$ cat src/hdl/spg_pkg.sv
`timescale 1ns / 1ps

package spg_pkg;

    // Half period divider geometry
    localparam int DIV_W = 29;   // dividend and quotient width
    localparam int DSR_W = 36;   // divisor width
    localparam int CNT_W = 5;    // iteration counter, holds DIV_W

    localparam logic [15:0]      SPR_RESET = 16'd200;
    // Step count is prod / 5760: drop 7 bits (5760 = 128 * 45), then multiply by
    // ceil(2^38 / 45) = 2^32 + DEG_RECIP_LO and keep bits 38 and up
    localparam logic [30:0]      DEG_RECIP_LO = 31'd1813430637;
    localparam logic [DIV_W-1:0] HP_NUM    = 29'd480000000;   // 60e6 * 16 / 2
    localparam logic [28:0]      HP_SAT    = 29'd480000000;
    localparam logic [28:0]      HP_MIN    = 29'd2;
    localparam logic [28:0]      ELAPSED_MAX = 29'h1FFFFFFF;

    typedef struct packed {
        logic immediate;   // handle the request in the accept cycle
        logic capture;     // store start fields for the long path
        logic mul;         // register both products
        logic recip;       // multiply the scaled product by the low part of the reciprocal
        logic take_steps;  // store step count
        logic div_hp;      // launch half period division
        logic commit;      // apply the new move and load the result
    } t_dp_cmd;

    typedef struct packed {
        logic needs_compute;
        logic div_done;
    } t_dp_sts;

endpackage

$ cat src/hdl/spg_div.sv
`timescale 1ns / 1ps

module spg_div (
    input  logic                      i_clk,
    input  logic                      i_rst_n,
    input  logic                      i_start,
    input  logic [spg_pkg::DIV_W-1:0] i_dividend,
    input  logic [spg_pkg::DSR_W-1:0] i_divisor,
    output logic [spg_pkg::DIV_W-1:0] o_quotient,
    output logic                      o_done
);
    import spg_pkg::*;

    logic             r_busy;
    logic             r_done;
    logic [CNT_W-1:0] r_cnt;
    logic [DSR_W:0]   r_rem;
    logic [DIV_W-1:0] r_quo;
    logic [DSR_W-1:0] r_divisor;

    logic [DSR_W:0]   shifted;
    logic [DSR_W+1:0] diff;

    // Restoring division, one quotient bit per cycle, MSB first
    assign shifted = {r_rem[DSR_W-1:0], r_quo[DIV_W-1]};
    assign diff    = {1'b0, shifted} - {2'b00, r_divisor};

    always_ff @(posedge i_clk) begin
        if (!i_rst_n) begin
            r_busy <= 1'b0;
            r_done <= 1'b0;
            r_cnt  <= '0;
        end else begin
            r_done <= 1'b0;
            if (i_start) begin
                r_busy <= 1'b1;
                r_cnt  <= CNT_W'(DIV_W);
            end else if (r_busy) begin
                r_cnt <= r_cnt - 1'b1;
                if (r_cnt == CNT_W'(1)) begin
                    r_busy <= 1'b0;
                    r_done <= 1'b1;
                end
            end
        end
    end

    always_ff @(posedge i_clk) begin
        if (i_start) begin
            r_rem     <= '0;
            r_quo     <= i_dividend;
            r_divisor <= i_divisor;
        end else if (r_busy) begin
            if (!diff[DSR_W+1]) begin
                r_rem <= diff[DSR_W:0];
                r_quo <= {r_quo[DIV_W-2:0], 1'b1};
            end else begin
                r_rem <= shifted;
                r_quo <= {r_quo[DIV_W-2:0], 1'b0};
            end
        end
    end

    assign o_quotient = r_quo;
    assign o_done     = r_done;

endmodule

$ cat src/hdl/spg_dp.sv
`timescale 1ns / 1ps

module spg_dp (
    input  logic             i_clk,
    input  logic             i_rst_n,
    input  spg_pkg::t_dp_cmd i_cmd,
    output spg_pkg::t_dp_sts o_sts,
    input  logic             i_cfg_we,
    input  logic [15:0]      i_cfg_wdata,
    input  logic             i_kind,
    input  logic [1:0]       i_motor_select,
    input  logic [23:0]      i_angle_deg_q4,
    input  logic             i_turn_dir,
    input  logic [19:0]      i_speed_rpm_q4,
    input  logic [1:0]       i_fault_n,
    output logic [1:0]       o_step_level,
    output logic             o_dir_level,
    output logic [1:0]       o_driver_enable,
    output logic [2:0]       o_status,
    output logic [26:0]      o_steps_left
);
    import spg_pkg::*;

    localparam logic KIND_START = 1'b0;

    localparam logic [1:0] SEL_ONE  = 2'd0;
    localparam logic [1:0] SEL_TWO  = 2'd1;
    localparam logic [1:0] SEL_NONE = 2'd3;

    localparam logic [2:0] ST_IDLE     = 3'd0;
    localparam logic [2:0] ST_MOVING   = 3'd1;
    localparam logic [2:0] ST_FINISHED = 3'd2;
    localparam logic [2:0] ST_FAULT    = 3'd3;
    localparam logic [2:0] ST_REJECTED = 3'd4;

    // Move state
    logic [15:0] r_spr;
    logic        r_moving, n_moving;
    logic [1:0]  r_sel, n_sel;
    logic        r_dir, n_dir;
    logic        r_pulse, n_pulse;
    logic [26:0] r_rem, n_rem;
    logic [28:0] r_hp, n_hp;
    logic [28:0] r_elapsed, n_elapsed;
    logic        r_first, n_first;
    logic [2:0]  n_status;

    // Start request held through the long path
    logic [1:0]  r_c_sel;
    logic        r_c_dir;
    logic [23:0] r_c_mag;
    logic [19:0] r_c_rpm;
    logic [38:0] r_prod;
    logic [35:0] r_den;
    logic [62:0] r_recip;
    logic [26:0] r_steps;

    // Result register
    logic [1:0]  r_o_step;
    logic        r_o_dir;
    logic [1:0]  r_o_en;
    logic [2:0]  r_o_status;
    logic [26:0] r_o_rem;

    logic             div_start;
    logic [DIV_W-1:0] div_dividend;
    logic [DSR_W-1:0] div_divisor;
    logic [DIV_W-1:0] div_quo;
    logic             div_done;

    logic [23:0] mag;
    logic [1:0]  faults;
    logic [28:0] el_inc;
    logic        toggle;
    logic [26:0] rem_dec;
    logic [28:0] hp_q;
    logic [64:0] steps_sum;

    assign mag = i_angle_deg_q4[23] ? (24'd0 - i_angle_deg_q4) : i_angle_deg_q4;

    always_comb begin
        o_sts.needs_compute = (i_kind == KIND_START) && !r_moving
                              && (i_motor_select != SEL_NONE);
        o_sts.div_done      = div_done;
    end

    assign div_start    = i_cmd.div_hp;
    assign div_dividend = HP_NUM;
    assign div_divisor  = r_den;

    // Top bit of the reciprocal is 2^32: add the scaled product shifted up
    assign steps_sum = {1'b0, r_prod[38:7], 32'd0} + {2'b00, r_recip};

    spg_div u_div (
        .i_clk      (i_clk),
        .i_rst_n    (i_rst_n),
        .i_start    (div_start),
        .i_dividend (div_dividend),
        .i_divisor  (div_divisor),
        .o_quotient (div_quo),
        .o_done     (div_done)
    );

    // Clamp the half period; a zero product saturates
    always_comb begin
        if (r_den == '0) begin
            hp_q = HP_SAT;
        end else if (div_quo[28:0] < HP_MIN) begin
            hp_q = HP_MIN;
        end else begin
            hp_q = div_quo[28:0];
        end
    end

    always_comb begin
        faults    = ~i_fault_n & r_sel;
        el_inc    = (r_elapsed < ELAPSED_MAX) ? (r_elapsed + 29'd1) : r_elapsed;
        toggle    = r_first || (el_inc >= r_hp);
        rem_dec   = (r_rem != '0) ? (r_rem - 27'd1) : r_rem;

        n_moving  = r_moving;
        n_sel     = r_sel;
        n_dir     = r_dir;
        n_pulse   = r_pulse;
        n_rem     = r_rem;
        n_hp      = r_hp;
        n_elapsed = r_elapsed;
        n_first   = r_first;
        n_status  = ST_IDLE;

        if (i_cmd.commit) begin
            n_dir     = r_c_dir;
            n_sel     = (r_c_sel == SEL_ONE) ? 2'b01 :
                        (r_c_sel == SEL_TWO) ? 2'b10 : 2'b11;
            n_rem     = r_steps;
            n_hp      = hp_q;
            n_elapsed = '0;
            n_pulse   = 1'b0;
            n_first   = 1'b1;
            n_moving  = (r_steps != '0);
            n_status  = (r_steps != '0) ? ST_MOVING : ST_FINISHED;
        end else if (i_kind == KIND_START) begin
            if (r_moving) begin
                n_status = ST_REJECTED;
            end else begin
                // No motor selected: latch direction, clear selection and step count
                n_dir    = i_turn_dir;
                n_sel    = '0;
                n_rem    = '0;
                n_status = ST_IDLE;
            end
        end else if (r_moving) begin
            if (faults != '0) begin
                n_moving = 1'b0;
                n_status = ST_FAULT;
            end else if (!toggle) begin
                n_elapsed = el_inc;
                n_status  = ST_MOVING;
            end else begin
                n_first   = 1'b0;
                n_elapsed = '0;
                if (!r_pulse) begin
                    n_pulse  = 1'b1;
                    n_status = ST_MOVING;
                end else begin
                    // Falling edge completes a step
                    n_pulse = 1'b0;
                    n_rem   = rem_dec;
                    if (rem_dec == '0) begin
                        n_moving = 1'b0;
                        n_status = ST_FINISHED;
                    end else begin
                        n_status = ST_MOVING;
                    end
                end
            end
        end
    end

    always_ff @(posedge i_clk) begin
        if (!i_rst_n) begin
            r_spr     <= SPR_RESET;
            r_moving  <= 1'b0;
            r_sel     <= '0;
            r_dir     <= 1'b0;
            r_pulse   <= 1'b0;
            r_rem     <= '0;
            r_hp      <= HP_MIN;
            r_elapsed <= '0;
            r_first   <= 1'b0;
        end else begin
            if (i_cfg_we) begin
                r_spr <= i_cfg_wdata;
            end
            if (i_cmd.immediate || i_cmd.commit) begin
                r_moving  <= n_moving;
                r_sel     <= n_sel;
                r_dir     <= n_dir;
                r_pulse   <= n_pulse;
                r_rem     <= n_rem;
                r_hp      <= n_hp;
                r_elapsed <= n_elapsed;
                r_first   <= n_first;
            end
        end
    end

    always_ff @(posedge i_clk) begin
        if (i_cmd.capture) begin
            r_c_sel <= i_motor_select;
            r_c_dir <= i_turn_dir;
            r_c_mag <= mag;
            r_c_rpm <= i_speed_rpm_q4;
        end
        if (i_cmd.mul) begin
            r_prod <= r_c_mag * r_spr;
            r_den  <= r_c_rpm * r_spr;
        end
        if (i_cmd.recip) begin
            r_recip <= r_prod[38:7] * DEG_RECIP_LO;
        end
        if (i_cmd.take_steps) begin
            r_steps <= steps_sum[64:38];
        end
        if (i_cmd.immediate || i_cmd.commit) begin
            r_o_step   <= n_pulse ? n_sel : 2'b00;
            r_o_dir    <= n_dir;
            r_o_en     <= n_moving ? n_sel : 2'b00;
            r_o_status <= n_status;
            r_o_rem    <= n_rem;
        end
    end

    assign o_step_level    = r_o_step;
    assign o_dir_level     = r_o_dir;
    assign o_driver_enable = r_o_en;
    assign o_status        = r_o_status;
    assign o_steps_left    = r_o_rem;

endmodule

$ cat src/hdl/spg_ctrl.sv
`timescale 1ns / 1ps

module spg_ctrl (
    input  logic             i_clk,
    input  logic             i_rst_n,
    input  logic             i_in_valid,
    output logic             o_in_ready,
    output logic             o_out_valid,
    input  logic             i_out_ready,
    input  spg_pkg::t_dp_sts i_sts,
    output spg_pkg::t_dp_cmd o_cmd
);
    import spg_pkg::*;

    typedef enum logic [2:0] {
        S_IDLE,
        S_MUL,
        S_RECIP,
        S_STEPS,
        S_DH_GO,
        S_DH_WAIT,
        S_COMMIT
    } t_state;

    t_state r_state;
    logic   r_out_valid;
    logic   out_free;
    logic   accept;

    assign out_free   = !r_out_valid || i_out_ready;
    assign o_in_ready = (r_state == S_IDLE) && out_free;
    assign accept     = i_in_valid && o_in_ready;

    always_comb begin
        o_cmd            = '0;
        o_cmd.immediate  = accept && !i_sts.needs_compute;
        o_cmd.capture    = accept && i_sts.needs_compute;
        o_cmd.mul        = (r_state == S_MUL);
        o_cmd.recip      = (r_state == S_RECIP);
        o_cmd.take_steps = (r_state == S_STEPS);
        o_cmd.div_hp     = (r_state == S_DH_GO);
        o_cmd.commit     = (r_state == S_COMMIT) && out_free;
    end

    always_ff @(posedge i_clk) begin
        if (!i_rst_n) begin
            r_state     <= S_IDLE;
            r_out_valid <= 1'b0;
        end else begin
            if (o_cmd.immediate || o_cmd.commit) begin
                r_out_valid <= 1'b1;
            end else if (i_out_ready) begin
                r_out_valid <= 1'b0;
            end
            case (r_state)
                S_IDLE: begin
                    if (o_cmd.capture) begin
                        r_state <= S_MUL;
                    end
                end
                S_MUL:   r_state <= S_RECIP;
                S_RECIP: r_state <= S_STEPS;
                S_STEPS: r_state <= S_DH_GO;
                S_DH_GO: r_state <= S_DH_WAIT;
                S_DH_WAIT: begin
                    if (i_sts.div_done) begin
                        r_state <= S_COMMIT;
                    end
                end
                S_COMMIT: begin
                    // hold until the result register is free
                    if (out_free) begin
                        r_state <= S_IDLE;
                    end
                end
                default: r_state <= S_IDLE;
            endcase
        end
    end

    assign o_out_valid = r_out_valid;

endmodule

$ cat src/hdl/stepper_pulse_generator_unit.sv
`timescale 1ns / 1ps

// Channel   Handshake                      Payload
// input     i_in_valid / o_in_ready        i_kind, i_motor_select, i_angle_deg_q4,
//                                          i_turn_dir, i_speed_rpm_q4, i_fault_n
// output    o_out_valid / i_out_ready      o_step_level, o_dir_level,
//                                          o_driver_enable, o_status, o_steps_left
// config    i_cfg_we                       i_cfg_wdata (steps per revolution)
//
// A tick, a rejected start or a start with no motor has its result registered at
// the accept edge. A start with a motor selected registers its result at the commit
// and takes the next request only after the commit, through these steps: one
// multiply, a reciprocal multiply, a step count cycle, a launch and 29 iterations
// of the restoring divider for the half period, a finish cycle, then the commit.
// Synchronous active-low reset; no clearing pass. A stalled output holds the
// result and blocks only the next request, which is taken as the result drains.

module stepper_pulse_generator_unit (
    input  logic        i_clk,
    input  logic        i_rst_n,
    input  logic        i_cfg_we,
    input  logic [15:0] i_cfg_wdata,
    input  logic        i_in_valid,
    output logic        o_in_ready,
    input  logic        i_kind,
    input  logic [1:0]  i_motor_select,
    input  logic [23:0] i_angle_deg_q4,
    input  logic        i_turn_dir,
    input  logic [19:0] i_speed_rpm_q4,
    input  logic [1:0]  i_fault_n,
    output logic        o_out_valid,
    input  logic        i_out_ready,
    output logic [1:0]  o_step_level,
    output logic        o_dir_level,
    output logic [1:0]  o_driver_enable,
    output logic [2:0]  o_status,
    output logic [26:0] o_steps_left
);
    import spg_pkg::*;

    t_dp_cmd cmd;
    t_dp_sts sts;

    spg_ctrl u_ctrl (
        .i_clk       (i_clk),
        .i_rst_n     (i_rst_n),
        .i_in_valid  (i_in_valid),
        .o_in_ready  (o_in_ready),
        .o_out_valid (o_out_valid),
        .i_out_ready (i_out_ready),
        .i_sts       (sts),
        .o_cmd       (cmd)
    );

    spg_dp u_dp (
        .i_clk           (i_clk),
        .i_rst_n         (i_rst_n),
        .i_cmd           (cmd),
        .o_sts           (sts),
        .i_cfg_we        (i_cfg_we),
        .i_cfg_wdata     (i_cfg_wdata),
        .i_kind          (i_kind),
        .i_motor_select  (i_motor_select),
        .i_angle_deg_q4  (i_angle_deg_q4),
        .i_turn_dir      (i_turn_dir),
        .i_speed_rpm_q4  (i_speed_rpm_q4),
        .i_fault_n       (i_fault_n),
        .o_step_level    (o_step_level),
        .o_dir_level     (o_dir_level),
        .o_driver_enable (o_driver_enable),
        .o_status        (o_status),
        .o_steps_left    (o_steps_left)
    );

endmodule

$ cat config.mk
export PLATFORM = sky130hd
export DESIGN_NAME = stepper_pulse_generator_unit
export DESIGN_NICKNAME = d
export VERILOG_FILES = /design/src/hdl/spg_pkg.sv /design/src/hdl/spg_div.sv /design/src/hdl/spg_dp.sv /design/src/hdl/spg_ctrl.sv /design/src/hdl/stepper_pulse_generator_unit.sv
export SDC_FILE = /design/constraint.sdc
export NUM_CORES = 2
export LEC_CHECK = 0
export BUFFER_PORTS_ARGS = -buffer_cell sky130_fd_sc_hd__buf_2
export CAP_MARGIN = 5
export CORE_MARGIN = 2
export CORE_UTILIZATION = 45
export DETAILED_ROUTE_END_ITERATION = 7
export PLACE_DENSITY = 0.61
export SYNTH_ARGS = -nofsm -noshare
export SYNTH_HDL_FRONTEND = slang
export SYNTH_SLANG_ARGS = --single-unit
$ cat constraint.sdc
create_clock -name i_clk -period 11.3 [get_ports i_clk]
set_input_delay 0.565 -clock i_clk [delete_from_list [all_inputs] [get_ports i_clk]]
set_output_delay 0.565 -clock i_clk [all_outputs]
set_load 0.01 [all_outputs]
==> reports/metrics.yaml <==
status: "finished, final reports clean"
post_cts_resized: 0
reg2reg_to: "u_dp.r_recip[55]"
worst_setup_path_start_kind: "register"
hpwlAfterDp_um: 121000
crit_end: "u_dp.r_recip[55]"
drt_iter0_markers: 2720
final_nets: 7667
yosys-top-cells-count: "inv_1, fa_1, ha_1"
m1WireLength_um: 70500
maxCapViolCount: 0
routed_via_density: 5.37
antenna_found_initial: 1
timing.critical_path.mode_cell: "fa_1"
dpl_cell_area_um2: 59800
wl_met3_um: 9530
ys_types: 87
synth.avg_cell_area_um2: 9.56
diodes: 0
crit_family: "adder cells"
slew_violations: 0
routedWlPerCell_um: 19.8
dp_slack_ps: 2950
h-tree-depth: 2
period_needed_ps: 8370
drive_above_1_share_pct: 5.14
synth.cell_area_um2: 57700
post_cts_buffers: 0
root_buffer: "clkbuf_16"
netlist.area_leader.share_pct: 30.4
synthCells: 6035
yosysTopAreaCell: "fa_1"
rows: 131
globalRoute.totalOverflow: 0
syn-num-nets: 7680
ys_ff_latch: 427
dr_total_vias: 41529
tightest_slew_ps: 1170
grt_pass1_vias: 42858
cts_inserted_buffers: 55
port_buffers: 107
finClkSkew_ps: 67.5
grt_max_degree: 78
slowest_delay_ps: 640
cts_hold_buffers: 0
cp_slowest_cell: "xor2_1"
dr_wl_met2_um: 70200
min-delay-start: "i_turn_dir"
ff2ff_setup_slack_ps: 2930
period_share_pct: 74.0
tns_ps: 0
start_util_pct: 45.3
drc: 0
drt_wl_total_um: 153000
synth_edf_count: 244
synth_ff_type: "edfxtp_1"
grtUsageTotal_pct: 23.8
synthArstFlopShare_pct: 0
cts_tree: "built"
timing.rr.start: "u_dp.r_prod[8]"
synth.area.top_cells: "fa_1, ha_1, edfxtp_1"
critPathRequiredTime_ps: 11720
ant_nets: 0
crit_path_end_kind: "register"
setup_violations: 0
finalHoldViolCount: 0
rr_worst_depth: 24
seq_area_frac_synth_pct: 19.1
die_height_um: 362
worstSetupPathType: "reg2reg"
min_path_type: "in2reg"
ios: 108
firstDrtPassIters: 5
area_growth_pct: 6.93
clock_latency_ps: 700
clk_pin_slew_worst_paths_ps: 70
cts_buffer_depth: 3
core_um2: 127000
fmax_mhz: 120
top_layer: "met4"
hold_ws_ps: 92.3
yosysWarnings: 0
rsz0062_at_grt: "no"
crit_buf_inv: 2
finish.instance_area_um2: 61700
relSlewSlack_pct: 21.6
cp_num_cells: 24
place_congestion: 0.977
fin_ws_ps: 2930
crit_chain: "ha_1 > xor2_1 > ha_1 > ha_1 > a21o_1 > fa_1 > fa_1 > fa_1 > fa_1 > inv_1 > fa_1 > inv_1 > ha_1 > a21oi_1 > o21ai_0 > a2111oi_0 > o221ai_1 > o211ai_1 > a21oi_1 > nor4_1 > o21bai_1 > a21o_1 > a21oi_1 > xnor2_1"
die-area_um2: 131000
arrival_ps: 8790
grt_pass1_wl_um: 244000
path_max_fanout: 7
clkSinkCount: 427
yosysMostFrequentCell: "inv_1"
chipWidth_um: 362
crit_start: "u_dp.r_prod[8]"
[flip-flops by register name, indices dropped and copies added (netlist names), 29 cells and up]
| register | flops |
|---|---|
| u_dp.div_divisor | 36 |
| u_dp.r_elapsed | 29 |
| u_dp.r_hp | 29 |
| u_dp.r_prod | 32 |
| u_dp.r_recip | 31 |
| u_dp.u_div.o_quotient | 29 |
| u_dp.u_div.r_divisor | 36 |
| u_dp.u_div.r_rem | 36 |
[kinds of logic after synthesis]
| kind of cell | share of synthesized area, % |
|---|---|
| AOI/OAI and AO/OA | 8.60 |
| xor gates and xnor gates | 3.42 |
| adders and majority gates | 45.6 |
| buffers and inverters | 9.54 |
| DFF | 19.1 |
| muxes | 1.21 |
| and+or+nand+nor | 12.6 |
[placed cells by master (no fill, tap or decap), drive strengths merged, types with 24 or more instances in the layout]
cell type	count
and3	34
edfxtp	244
a21oi	220
buf	149
or2	28
a31oi	32
nor2	266
a22oi	35
fa	877
and2	264
ha	697
nand4	33
a21o	79
xnor2	151
o21ai	137
a211oi	39
nor4	40
o21a	36
mux2i	62
xor2	74
nand2	630
inv	1247
nor3	60
dfxtp	183
clkinv	24
nand2b	24
clkbuf	66
nand3	60
[routing by layer]
| layer | vias to the layer above | GRT usage (%) |
|---|---|---|
| met3 | 182 | 3.16 |
| met4 | 0 | 4.66 |
| met2 | 1176 | 38.6 |
| met5 | - | 0 |
| li1 | 19298 | - |
| met1 | 20873 | 34.1 |
[final cells by class]
class                           count  area [um2]
Clock buffer                       66        1450
Clock inverter                     38         425
Fill cell                       11950       65700
Inverter                         1239        4650
Multi-Input combinational cell   4150       41200
Sequential cell                   427       11000
Tap cell                         1662        2080
Timing Repair Buffer              149         851
[stage by stage]
stage,instances,utilization (%)
2_1_floorplan,6035,-
3_3_place_gp,7627,47.0
4_1_cts,7731,48.4
6_report,7731,48.4
3_5_place_dp,7627,47.0
5_1_grt,7731,48.4
[how the worst min path moves through the flow]
stage	to	slack [ps]	cells past startpoint
5_1_grt	u_dp.r_c_dir	50	1
3_3_place_gp	u_dp.u_div.r_divisor[4]	440	0
6_report	u_dp.r_c_dir	90	1
2_1_floorplan	u_dp.u_div.r_divisor[11]	430	0
3_5_place_dp	u_dp.u_div.r_divisor[35]	440	0
4_1_cts	u_dp.r_c_dir	30	1
Power is not shown: default switching activity piles up to over one toggle a cycle in this logic, so the estimate is an artifact.
